<file path="src/hw/rtl/zsre_pkg.sv">
package zsre_pkg;

    // Default build sizes
    localparam int SAMPLE_BITS_DEF    = 10;
    localparam int MAX_ROW_LENGTH_DEF = 1024;
    localparam int MAX_ROWS_DEF       = 1024;

    // Largest supported sample width; words carry the sample in this field
    localparam int SAMPLE_W_MAX = 16;

    // Fixed field widths
    localparam int THRESHOLD_W = 10;
    localparam int CFG_LEN_W   = 11;
    localparam int RUN_OUT_W   = 11;
    localparam int WORD_IDX_W  = 20;

    // Configuration bus
    localparam int APB_ADDR_W = 4;
    localparam int APB_DATA_W = 32;

    // Result queue
    localparam int Q_DEPTH = 4;
    localparam int Q_PTR_W = 2;
    localparam int Q_CNT_W = 3;

    // Register reset values
    localparam logic [THRESHOLD_W-1:0] THRESHOLD_RST  = '0;
    localparam logic [CFG_LEN_W-1:0]   ROW_LENGTH_RST = 11'd1024;
    localparam logic [CFG_LEN_W-1:0]   ROW_COUNT_RST  = 11'd1024;

    // Register indexes (byte address / 4)
    typedef enum logic [1:0] {
        REG_THRESHOLD,
        REG_ROW_LENGTH,
        REG_ROW_COUNT
    } reg_idx_t;

    // One result item
    typedef struct packed {
        logic                    is_run;
        logic [SAMPLE_W_MAX-1:0] sample_value;
        logic [RUN_OUT_W-1:0]    run_length;
        logic [WORD_IDX_W-1:0]   word_index;
        logic                    row_start;
        logic                    frame_end;
        logic                    last_for_item;
    } word_t;

    function automatic int max_i(input int a, input int b);
        return (a > b) ? a : b;
    endfunction

endpackage

</file>
<file path="src/hw/rtl/zsre_out_queue.sv">
module zsre_out_queue (
    input  logic                    aclk,
    input  logic                    aresetn,
    input  logic [1:0]              push_cnt,
    input  zsre_pkg::word_t         push_word0,
    input  zsre_pkg::word_t         push_word1,
    output logic                    room,
    output logic [zsre_pkg::Q_CNT_W-1:0] level,
    output logic                    out_valid,
    input  logic                    out_ready,
    output zsre_pkg::word_t         out_word
);
    import zsre_pkg::*;

    word_t              mem [Q_DEPTH];
    logic [Q_PTR_W-1:0] wr_ptr_reg, rd_ptr_reg;
    logic [Q_CNT_W-1:0] count_reg;
    logic               pop;
    logic [Q_CNT_W-1:0] count_after_pop;

    assign pop             = (count_reg != '0) && out_ready;
    assign count_after_pop = count_reg - Q_CNT_W'(pop);
    // two free slots needed so an item with a run word and a kept word fits
    assign room            = count_after_pop <= Q_CNT_W'(Q_DEPTH - 2);
    assign out_valid       = count_reg != '0;
    assign out_word        = mem[rd_ptr_reg];
    assign level           = count_reg;

    // storage: up to two words written per cycle
    always_ff @(posedge aclk) begin
        if (push_cnt != 2'd0) begin
            mem[wr_ptr_reg] <= push_word0;
        end
        if (push_cnt == 2'd2) begin
            mem[wr_ptr_reg + 1'b1] <= push_word1;
        end
    end

    // pointers and fill level
    always_ff @(posedge aclk) begin
        if (!aresetn) begin
            wr_ptr_reg <= '0;
            rd_ptr_reg <= '0;
            count_reg  <= '0;
        end else begin
            wr_ptr_reg <= wr_ptr_reg + Q_PTR_W'(push_cnt);
            rd_ptr_reg <= rd_ptr_reg + Q_PTR_W'(pop);
            count_reg  <= count_after_pop + Q_CNT_W'(push_cnt);
        end
    end

endmodule

</file>
<file path="src/hw/rtl/zsre_encoder.sv">
module zsre_encoder #(
    parameter int SAMPLE_BITS    = zsre_pkg::SAMPLE_BITS_DEF,
    parameter int MAX_ROW_LENGTH = zsre_pkg::MAX_ROW_LENGTH_DEF,
    parameter int MAX_ROWS       = zsre_pkg::MAX_ROWS_DEF
) (
    input  logic                              aclk,
    input  logic                              aresetn,
    input  logic                              in_valid,
    output logic                              in_ready,
    input  logic [SAMPLE_BITS-1:0]            in_sample,
    input  logic [zsre_pkg::THRESHOLD_W-1:0]  threshold,
    input  logic [zsre_pkg::CFG_LEN_W-1:0]    row_length,
    input  logic [zsre_pkg::CFG_LEN_W-1:0]    row_count,
    input  logic                              room,
    output logic [1:0]                        push_cnt,
    output zsre_pkg::word_t                   push_word0,
    output zsre_pkg::word_t                   push_word1
);
    import zsre_pkg::*;

    localparam int CW   = (MAX_ROW_LENGTH > 1) ? $clog2(MAX_ROW_LENGTH) : 1;
    localparam int RPW  = (MAX_ROWS > 1) ? $clog2(MAX_ROWS) : 1;
    localparam int RW   = $clog2(MAX_ROW_LENGTH + 1);
    localparam int CMPW = max_i(max_i(CFG_LEN_W, CW + 1),
                                max_i($clog2(MAX_ROW_LENGTH + 1), $clog2(MAX_ROWS + 1))) + 1;
    localparam int SW   = max_i(SAMPLE_BITS, THRESHOLD_W);

    // input stage
    logic                   stage_valid_reg;
    logic [SAMPLE_BITS-1:0] sample_reg;

    // encoder state
    logic [CW-1:0]         col_reg, col_next;
    logic [RPW-1:0]        row_reg, row_next;
    logic [RW-1:0]         run_reg, run_next, run_inc;
    logic [WORD_IDX_W-1:0] pos_reg, pos_next;
    logic                  has_word_reg, has_word_next;

    logic            fire;
    logic            suppress, row_end, frame_done;
    logic [CMPW-1:0] len_eff, cnt_eff;
    logic [1:0]      n_words;
    word_t           run_word, kept_word, word0, word1;

    assign fire     = stage_valid_reg && room;
    assign in_ready = !stage_valid_reg || fire;

    // input register
    always_ff @(posedge aclk) begin
        if (!aresetn) begin
            stage_valid_reg <= 1'b0;
        end else if (in_ready) begin
            stage_valid_reg <= in_valid;
        end
    end

    always_ff @(posedge aclk) begin
        if (in_valid && in_ready) begin
            sample_reg <= in_sample;
        end
    end

    // effective lengths: zero acts as one, above the build limit acts as the limit
    always_comb begin
        if (row_length == '0) begin
            len_eff = CMPW'(1);
        end else if (CMPW'(row_length) > CMPW'(MAX_ROW_LENGTH)) begin
            len_eff = CMPW'(MAX_ROW_LENGTH);
        end else begin
            len_eff = CMPW'(row_length);
        end
        if (row_count == '0) begin
            cnt_eff = CMPW'(1);
        end else if (CMPW'(row_count) > CMPW'(MAX_ROWS)) begin
            cnt_eff = CMPW'(MAX_ROWS);
        end else begin
            cnt_eff = CMPW'(row_count);
        end
    end

    assign suppress   = SW'(sample_reg) <= SW'(threshold);
    assign row_end    = (CMPW'(col_reg) + CMPW'(1)) >= len_eff;
    assign frame_done = row_end && ((CMPW'(row_reg) + CMPW'(1)) >= cnt_eff);
    assign run_inc    = run_reg + RW'(1);

    // word building
    always_comb begin
        run_word              = '0;
        run_word.is_run       = 1'b1;
        run_word.run_length   = suppress ? RUN_OUT_W'(run_inc) : RUN_OUT_W'(run_reg);
        kept_word             = '0;
        kept_word.sample_value = SAMPLE_W_MAX'(sample_reg);

        word0    = '0;
        word1    = '0;
        n_words  = 2'd0;
        run_next = run_reg;
        if (suppress) begin
            run_next = row_end ? '0 : run_inc;
            if (row_end) begin
                n_words = 2'd1;
                word0   = run_word;
            end
        end else begin
            run_next = '0;
            if (run_reg != '0) begin
                n_words = 2'd2;
                word0   = run_word;
                word1   = kept_word;
            end else begin
                n_words = 2'd1;
                word0   = kept_word;
            end
        end

        word0.word_index = pos_reg;
        word0.row_start  = !has_word_reg;
        word1.word_index = pos_reg + WORD_IDX_W'(1);
        word1.row_start  = 1'b0;

        // end marks go on the final word of the item
        if (n_words == 2'd1) begin
            word0.last_for_item = 1'b1;
            word0.frame_end     = frame_done;
        end
        if (n_words == 2'd2) begin
            word1.last_for_item = 1'b1;
            word1.frame_end     = frame_done;
        end
    end

    assign push_cnt   = fire ? n_words : 2'd0;
    assign push_word0 = word0;
    assign push_word1 = word1;

    // position bookkeeping
    always_comb begin
        pos_next      = pos_reg + WORD_IDX_W'(n_words);
        has_word_next = has_word_reg || (n_words != 2'd0);
        col_next      = col_reg + CW'(1);
        row_next      = row_reg;
        if (row_end) begin
            col_next      = '0;
            has_word_next = 1'b0;
            if (frame_done) begin
                row_next = '0;
                pos_next = '0;
            end else begin
                row_next = row_reg + RPW'(1);
            end
        end
    end

    always_ff @(posedge aclk) begin
        if (!aresetn) begin
            col_reg      <= '0;
            row_reg      <= '0;
            run_reg      <= '0;
            pos_reg      <= '0;
            has_word_reg <= 1'b0;
        end else if (fire) begin
            col_reg      <= col_next;
            row_reg      <= row_next;
            run_reg      <= run_next;
            pos_reg      <= pos_next;
            has_word_reg <= has_word_next;
        end
    end

endmodule

</file>
<file path="src/hw/rtl/zero_suppression_run_encoder_unit.sv">
// Path: a sample is held in the input register, then its result items are written
//   to the result queue, whose head drives the m_ side; lack of queue room stalls it.
// Throughput: one sample per cycle while each sample gives at most one item and the
//   queue has room; a run flush plus a kept sample writes two items, sent one per cycle.
// Reset: aresetn is synchronous, active low; empties pipeline and result queue,
//   clears positions and pending run, threshold 0, row length and count 1024.
module zero_suppression_run_encoder_unit #(
    parameter int SAMPLE_BITS    = zsre_pkg::SAMPLE_BITS_DEF,
    parameter int MAX_ROW_LENGTH = zsre_pkg::MAX_ROW_LENGTH_DEF,
    parameter int MAX_ROWS       = zsre_pkg::MAX_ROWS_DEF
) (
    input  logic                              aclk,
    input  logic                              aresetn,
    // configuration
    input  logic                              psel,
    input  logic                              penable,
    input  logic                              pwrite,
    input  logic [zsre_pkg::APB_ADDR_W-1:0]   paddr,
    input  logic [zsre_pkg::APB_DATA_W-1:0]   pwdata,
    output logic [zsre_pkg::APB_DATA_W-1:0]   prdata,
    output logic                              pready,
    // samples in
    input  logic                              s_valid,
    output logic                              s_ready,
    input  logic [SAMPLE_BITS-1:0]            s_sample,
    // words out
    output logic                              m_valid,
    input  logic                              m_ready,
    output logic                              m_is_run,
    output logic [SAMPLE_BITS-1:0]            m_sample_value,
    output logic [zsre_pkg::RUN_OUT_W-1:0]    m_run_length,
    output logic [zsre_pkg::WORD_IDX_W-1:0]   m_word_index,
    output logic                              m_row_start,
    output logic                              m_frame_end,
    output logic                              m_last_for_item
);
    import zsre_pkg::*;

    logic [THRESHOLD_W-1:0] threshold_reg;
    logic [CFG_LEN_W-1:0]   row_length_reg;
    logic [CFG_LEN_W-1:0]   row_count_reg;
    reg_idx_t               reg_idx;
    logic                   cfg_write;

    logic               room;
    logic [1:0]         push_cnt;
    word_t              push_word0, push_word1, head_word;
    logic [Q_CNT_W-1:0] level;

    // register file
    assign pready    = 1'b1;
    assign reg_idx   = reg_idx_t'(paddr[3:2]);
    assign cfg_write = psel && penable && pwrite;

    always_ff @(posedge aclk) begin
        if (!aresetn) begin
            threshold_reg  <= THRESHOLD_RST;
            row_length_reg <= ROW_LENGTH_RST;
            row_count_reg  <= ROW_COUNT_RST;
        end else if (cfg_write) begin
            case (reg_idx)
                REG_THRESHOLD:  threshold_reg  <= pwdata[THRESHOLD_W-1:0];
                REG_ROW_LENGTH: row_length_reg <= pwdata[CFG_LEN_W-1:0];
                REG_ROW_COUNT:  row_count_reg  <= pwdata[CFG_LEN_W-1:0];
                default: ;
            endcase
        end
    end

    always_comb begin
        case (reg_idx)
            REG_THRESHOLD:  prdata = APB_DATA_W'(threshold_reg);
            REG_ROW_LENGTH: prdata = APB_DATA_W'(row_length_reg);
            REG_ROW_COUNT:  prdata = APB_DATA_W'(row_count_reg);
            default:        prdata = '0;
        endcase
    end

    // datapath
    zsre_encoder #(
        .SAMPLE_BITS    (SAMPLE_BITS),
        .MAX_ROW_LENGTH (MAX_ROW_LENGTH),
        .MAX_ROWS       (MAX_ROWS)
    ) u_encoder (
        .aclk       (aclk),
        .aresetn    (aresetn),
        .in_valid   (s_valid),
        .in_ready   (s_ready),
        .in_sample  (s_sample),
        .threshold  (threshold_reg),
        .row_length (row_length_reg),
        .row_count  (row_count_reg),
        .room       (room),
        .push_cnt   (push_cnt),
        .push_word0 (push_word0),
        .push_word1 (push_word1)
    );

    zsre_out_queue u_out_queue (
        .aclk       (aclk),
        .aresetn    (aresetn),
        .push_cnt   (push_cnt),
        .push_word0 (push_word0),
        .push_word1 (push_word1),
        .room       (room),
        .level      (level),
        .out_valid  (m_valid),
        .out_ready  (m_ready),
        .out_word   (head_word)
    );

    // unpack head item
    assign m_is_run        = head_word.is_run;
    assign m_sample_value  = SAMPLE_BITS'(head_word.sample_value);
    assign m_run_length    = head_word.run_length;
    assign m_word_index    = head_word.word_index;
    assign m_row_start     = head_word.row_start;
    assign m_frame_end     = head_word.frame_end;
    assign m_last_for_item = head_word.last_for_item;

    // checks
    a_queue_bound: assert property (@(posedge aclk) disable iff (!aresetn)
        level <= Q_CNT_W'(Q_DEPTH))
        else $error("result queue overfilled");

    a_pair_order: assert property (@(posedge aclk) disable iff (!aresetn)
        push_cnt == 2'd2 |-> push_word0.is_run && !push_word1.is_run
                             && push_word1.last_for_item && !push_word0.last_for_item)
        else $error("two-word item not run word then kept word");

    a_run_nonzero: assert property (@(posedge aclk) disable iff (!aresetn)
        m_valid && m_is_run |-> (m_run_length != '0) && (m_sample_value == '0))
        else $error("run word with empty run or sample value");

    a_kept_no_run: assert property (@(posedge aclk) disable iff (!aresetn)
        m_valid && !m_is_run |-> (m_run_length == '0) && m_last_for_item)
        else $error("kept word carries run length or is not last");

endmodule
</file>
<file path="config.mk">
export PLATFORM = sky130hd
export DESIGN_NAME = zero_suppression_run_encoder_unit
export DESIGN_NICKNAME = d
export VERILOG_FILES = /design/src/hw/rtl/zsre_pkg.sv /design/src/hw/rtl/zsre_out_queue.sv /design/src/hw/rtl/zsre_encoder.sv /design/src/hw/rtl/zero_suppression_run_encoder_unit.sv
export SDC_FILE = /design/constraint.sdc
export NUM_CORES = 1
export LEC_CHECK = 0
export BUFFER_PORTS_ARGS = -buffer_cell sky130_fd_sc_hd__buf_2
export CELL_PAD_IN_SITES_DETAIL_PLACEMENT = 1
export CELL_PAD_IN_SITES_GLOBAL_PLACEMENT = 1
export CORE_MARGIN = 5
export CORE_UTILIZATION = 45
export DETAILED_ROUTE_END_ITERATION = 7
export PLACE_DENSITY_LB_ADDON = 0.1
export SETUP_SLACK_MARGIN = 0.3
export SYNTH_ARGS = -nofsm -noshare
export SYNTH_HDL_FRONTEND = slang
export SYNTH_SLANG_ARGS = --single-unit
</file>
<file path="constraint.sdc">
create_clock -name aclk -period 7.75 [get_ports aclk]
set_clock_uncertainty 0.1 [all_clocks]
set_input_delay 1.1625 -clock aclk [delete_from_list [all_inputs] [get_ports aclk]]
set_output_delay 1.1625 -clock aclk [all_outputs]
set_load 0.05 [all_outputs]
</file>
==> results.sh <==
export IMPL_antenna_found_initial=1
export IMPL_synth_top_area_share=0.278
export IMPL_drt_initial_drc_count=929
export IMPL_ys_types=78
export IMPL_die_w_um=192
export IMPL_crit_path_top_delay_cell="nor4_1"
export IMPL_max_freq_mhz=195
export IMPL_ios=133
export IMPL_drc=0
export IMPL_routedWlPerCell_um=23.2
export IMPL_yosysSeqAreaShare=0.471
export IMPL_layout_min_cycle_time_ns=5.13
export IMPL_avgSynthCellArea_um2=10.4
export IMPL_initial_core_util=0.458
export IMPL_leakage_nw=5.84
export IMPL_synth_edf_count=138
export IMPL_multiInputGateArea_mm2=0.00724
export IMPL_drtPass1Iterations=5
export IMPL_hpwlAfterDp_um=29800
export IMPL_antenna_left=0
export IMPL_grt_remaining_overflow=0
export IMPL_io_buffers=87
export IMPL_grt_pass1_vias=12100
export IMPL_die_y_um=192
export IMPL_cp_start_kind="flip-flop"
export IMPL_finalCritPeriodShare=0.663
export IMPL_path_cells="ha_1 -> and3_1 -> and3_1 -> nand3_1 -> xnor2_1 -> ha_1 -> and3_1 -> nor4b_1 -> o31a_1 -> a211oi_4 -> nor2_1 -> ha_1 -> fa_1 -> nand4_1 -> nor4_1 -> nor2b_1 -> xnor2_1 -> nor2_1"
export IMPL_cts_buffers=34
export IMPL_nNetsFinal=1571
export IMPL_htree_levels=2
export IMPL_regArea_mm2=0.00703
export IMPL_cp_required_ns=8.01
export IMPL_drv_cap=0
export IMPL_cts_sinks=282
export IMPL_vias=11700
export IMPL_cts_resized=0
export IMPL_core_mm2=0.0326
export IMPL_fp_dieArea_mm2=0.0369
export IMPL_root_buffer="clkbuf_16"
export IMPL_path_max_fanout=5
export IMPL_cts_setup_buffers=0
export IMPL_n_fill_cell=3588
export IMPL_maxSlewViolCount=0
export IMPL_antennaDiodeCount=0
export IMPL_worstSetupPathType="flip-flop to flip-flop"
export IMPL_worst_pin_slew_ns=1.26
export IMPL_clkTransAtPathRegs_ns=0.06
export IMPL_clk_path_buf_depth=3
export IMPL_setup_tns_ns=0
export IMPL_wirelength_um=45000
export IMPL_synth_seq_cells=282
export IMPL_maxSlewHeadroom=0.158
export IMPL_gp_congestion=0.822
export IMPL_synth_cells=1439
export IMPL_async_reset_ff_frac=0
export IMPL_hold_class="flip-flop to flip-flop"
export IMPL_largest_register_ffs=180
export IMPL_slowest_delay_ns=0.62
export IMPL_grt_usage=0.243
export IMPL_power_density_mw_per_mm2=277
export IMPL_synth_most_common_cell="nand2_1"
export IMPL_fin_cells=1939
export IMPL_vdd_ir_drop_max_v=0.000157
export IMPL_cts_tree="built"
export IMPL_status="complete, no violations"
export IMPL_dp_cells=1878
export IMPL_synthFlopType="dfxtp_1"
export IMPL_synth_largest_area_cell="edfxtp_1"
export IMPL_drive_gt1_frac=0.160
export IMPL_synth_area_mm2=0.0149
export IMPL_viasPerCell=6.06
export IMPL_yosys_top_cells_area="edfxtp_1 (28%), dfxtp_1 (19%), mux4_2 (6.8%)"
export IMPL_grt_pass1_wl_um=70500
export IMPL_num_rows=66
export IMPL_worstPathArrival_ns=5.40
export IMPL_setup_violations=0
export IMPL_finalHoldViolCount=0
export IMPL_ys_warnings_count=0
export IMPL_grt_max_degree=56
export IMPL_endpoint_kind="flip-flop"
export IMPL_synth_common_cells="nand2_1 (154), dfxtp_1 (144), edfxtp_1 (138)"
export IMPL_clk_insertion_delay_late_ns=0.52
export IMPL_rsz0062_at_grt="false"
export IMPL_areaGrowthSynthToFinish_pct=10.9
export IMPL_postCtsHoldBufs=0
-- power by group --
part | total (mW) | internal [mW] | switching [mW]
Sequential | 1.86 | 1.71 | 0.148
Combinational | 1.23 | 0.388 | 0.840
Clock | 1.51 | 0.867 | 0.638
Total | 4.60 | 2.97 | 1.63
-- through the flow --
| stage | cell area [µm²] | hold slack (ns) | power, mW | util | setup WS, ns |
|---|---|---|---|---|---|
| floorplan | 15000 | 0.327 | 2.81 | - | 3.44 |
| CTS | 16600 | 0.374 | 4.64 | 0.508 | 2.59 |
| global placement | 15500 | 0.354 | 3.11 | 0.476 | 2.32 |
| detailed placement | 15500 | 0.362 | 3.13 | 0.476 | 2.23 |
| global route | 16600 | 0.395 | 4.79 | 0.508 | 2.23 |
| finish | 16600 | 0.378 | 4.60 | 0.508 | 2.62 |
-- routing by layer --
layer / share of wire / track usage
met2: 0.47 / 0.399
met1: 0.46 / 0.340
met3: 0.050 / 0.0304
met5: 0.00031 / 0
met4: 0.026 / 0.0645
-- area by class of cell --
type | instances | area share
inverter | 26 | 0.00589
multi-input combinational | 1018 | 0.437
clock buffer | 51 | 0.0585
sequential | 282 | 0.425
timing repair buffer | 110 | 0.0367
tap | 442 | 0.0334
clock inverter | 10 | 0.00385
-- worst max-delay path, delay by kind of cell (launching register included) --
kind	cells	cell delay, ns
compound gates	2	0.51
xor+xnor	2	0.29
fa+ha+maj	4	1.03
flops	1	0.39
simple gates	10	2.67
-- placed cells by master (no fill, tap or decap), types with 6 or more instances in the layout --
cell type,instances
a211oi_1,19
xnor2_1,27
o22ai_1,6
mux4_2,45
nor3_1,21
o211ai_1,33
inv_1,25
a21o_1,14
mux2i_1,21
nor2_1,96
nand2_1,154
a31oi_1,8
o2bb2ai_1,38
o21ai_0,64
nor3b_1,7
buf_4,23
a221o_1,11
and3_1,56
nand3_1,47
and2_1,24
ha_1,44
a22o_1,20
a32o_1,6
clkbuf_1,11
clkbuf_16,34
a21oi_1,87
xor2_1,31
conb_1,22
a211oi_2,11
nor2b_1,7
edfxtp_1,138
buf_2,87
nand4_1,21
dfxtp_1,142
nor4_1,14
-- logic make-up (layout without fill, tap and decap cells) --
family,count (synthesis),in the layout,synth area share
XOR/XNOR,59,59,0.0351
flip-flops,282,282,0.471
adder cells (fa/ha/maj),46,46,0.0396
other,2,22,0.000503
AO/OA/AOI/OAI,341,341,0.160
AND/OR/NAND/NOR,484,484,0.161
multiplexers,66,66,0.0820
buffers and inverters,159,197,0.0509
-- path summary, 6_finish.rpt --
path | from | to | slack [ns] | cells after the start
max | u_encoder.col_reg[0]$_SDFFE_PN0P_ | u_encoder.pos_reg[16]$_SDFFE_PN0P_ | 2.62 | 18
min | u_encoder.col_reg[1]$_SDFFE_PN0P_ | u_encoder.col_reg[1]$_SDFFE_PN0P_ | 0.38 | 2
max reg2reg | u_encoder.col_reg[0]$_SDFFE_PN0P_ | u_encoder.pos_reg[16]$_SDFFE_PN0P_ | 2.62 | 18
min reg2reg | u_encoder.col_reg[1]$_SDFFE_PN0P_ | u_encoder.col_reg[1]$_SDFFE_PN0P_ | 0.38 | 2
No activity file was read; power rests on OpenSTA's default activity.
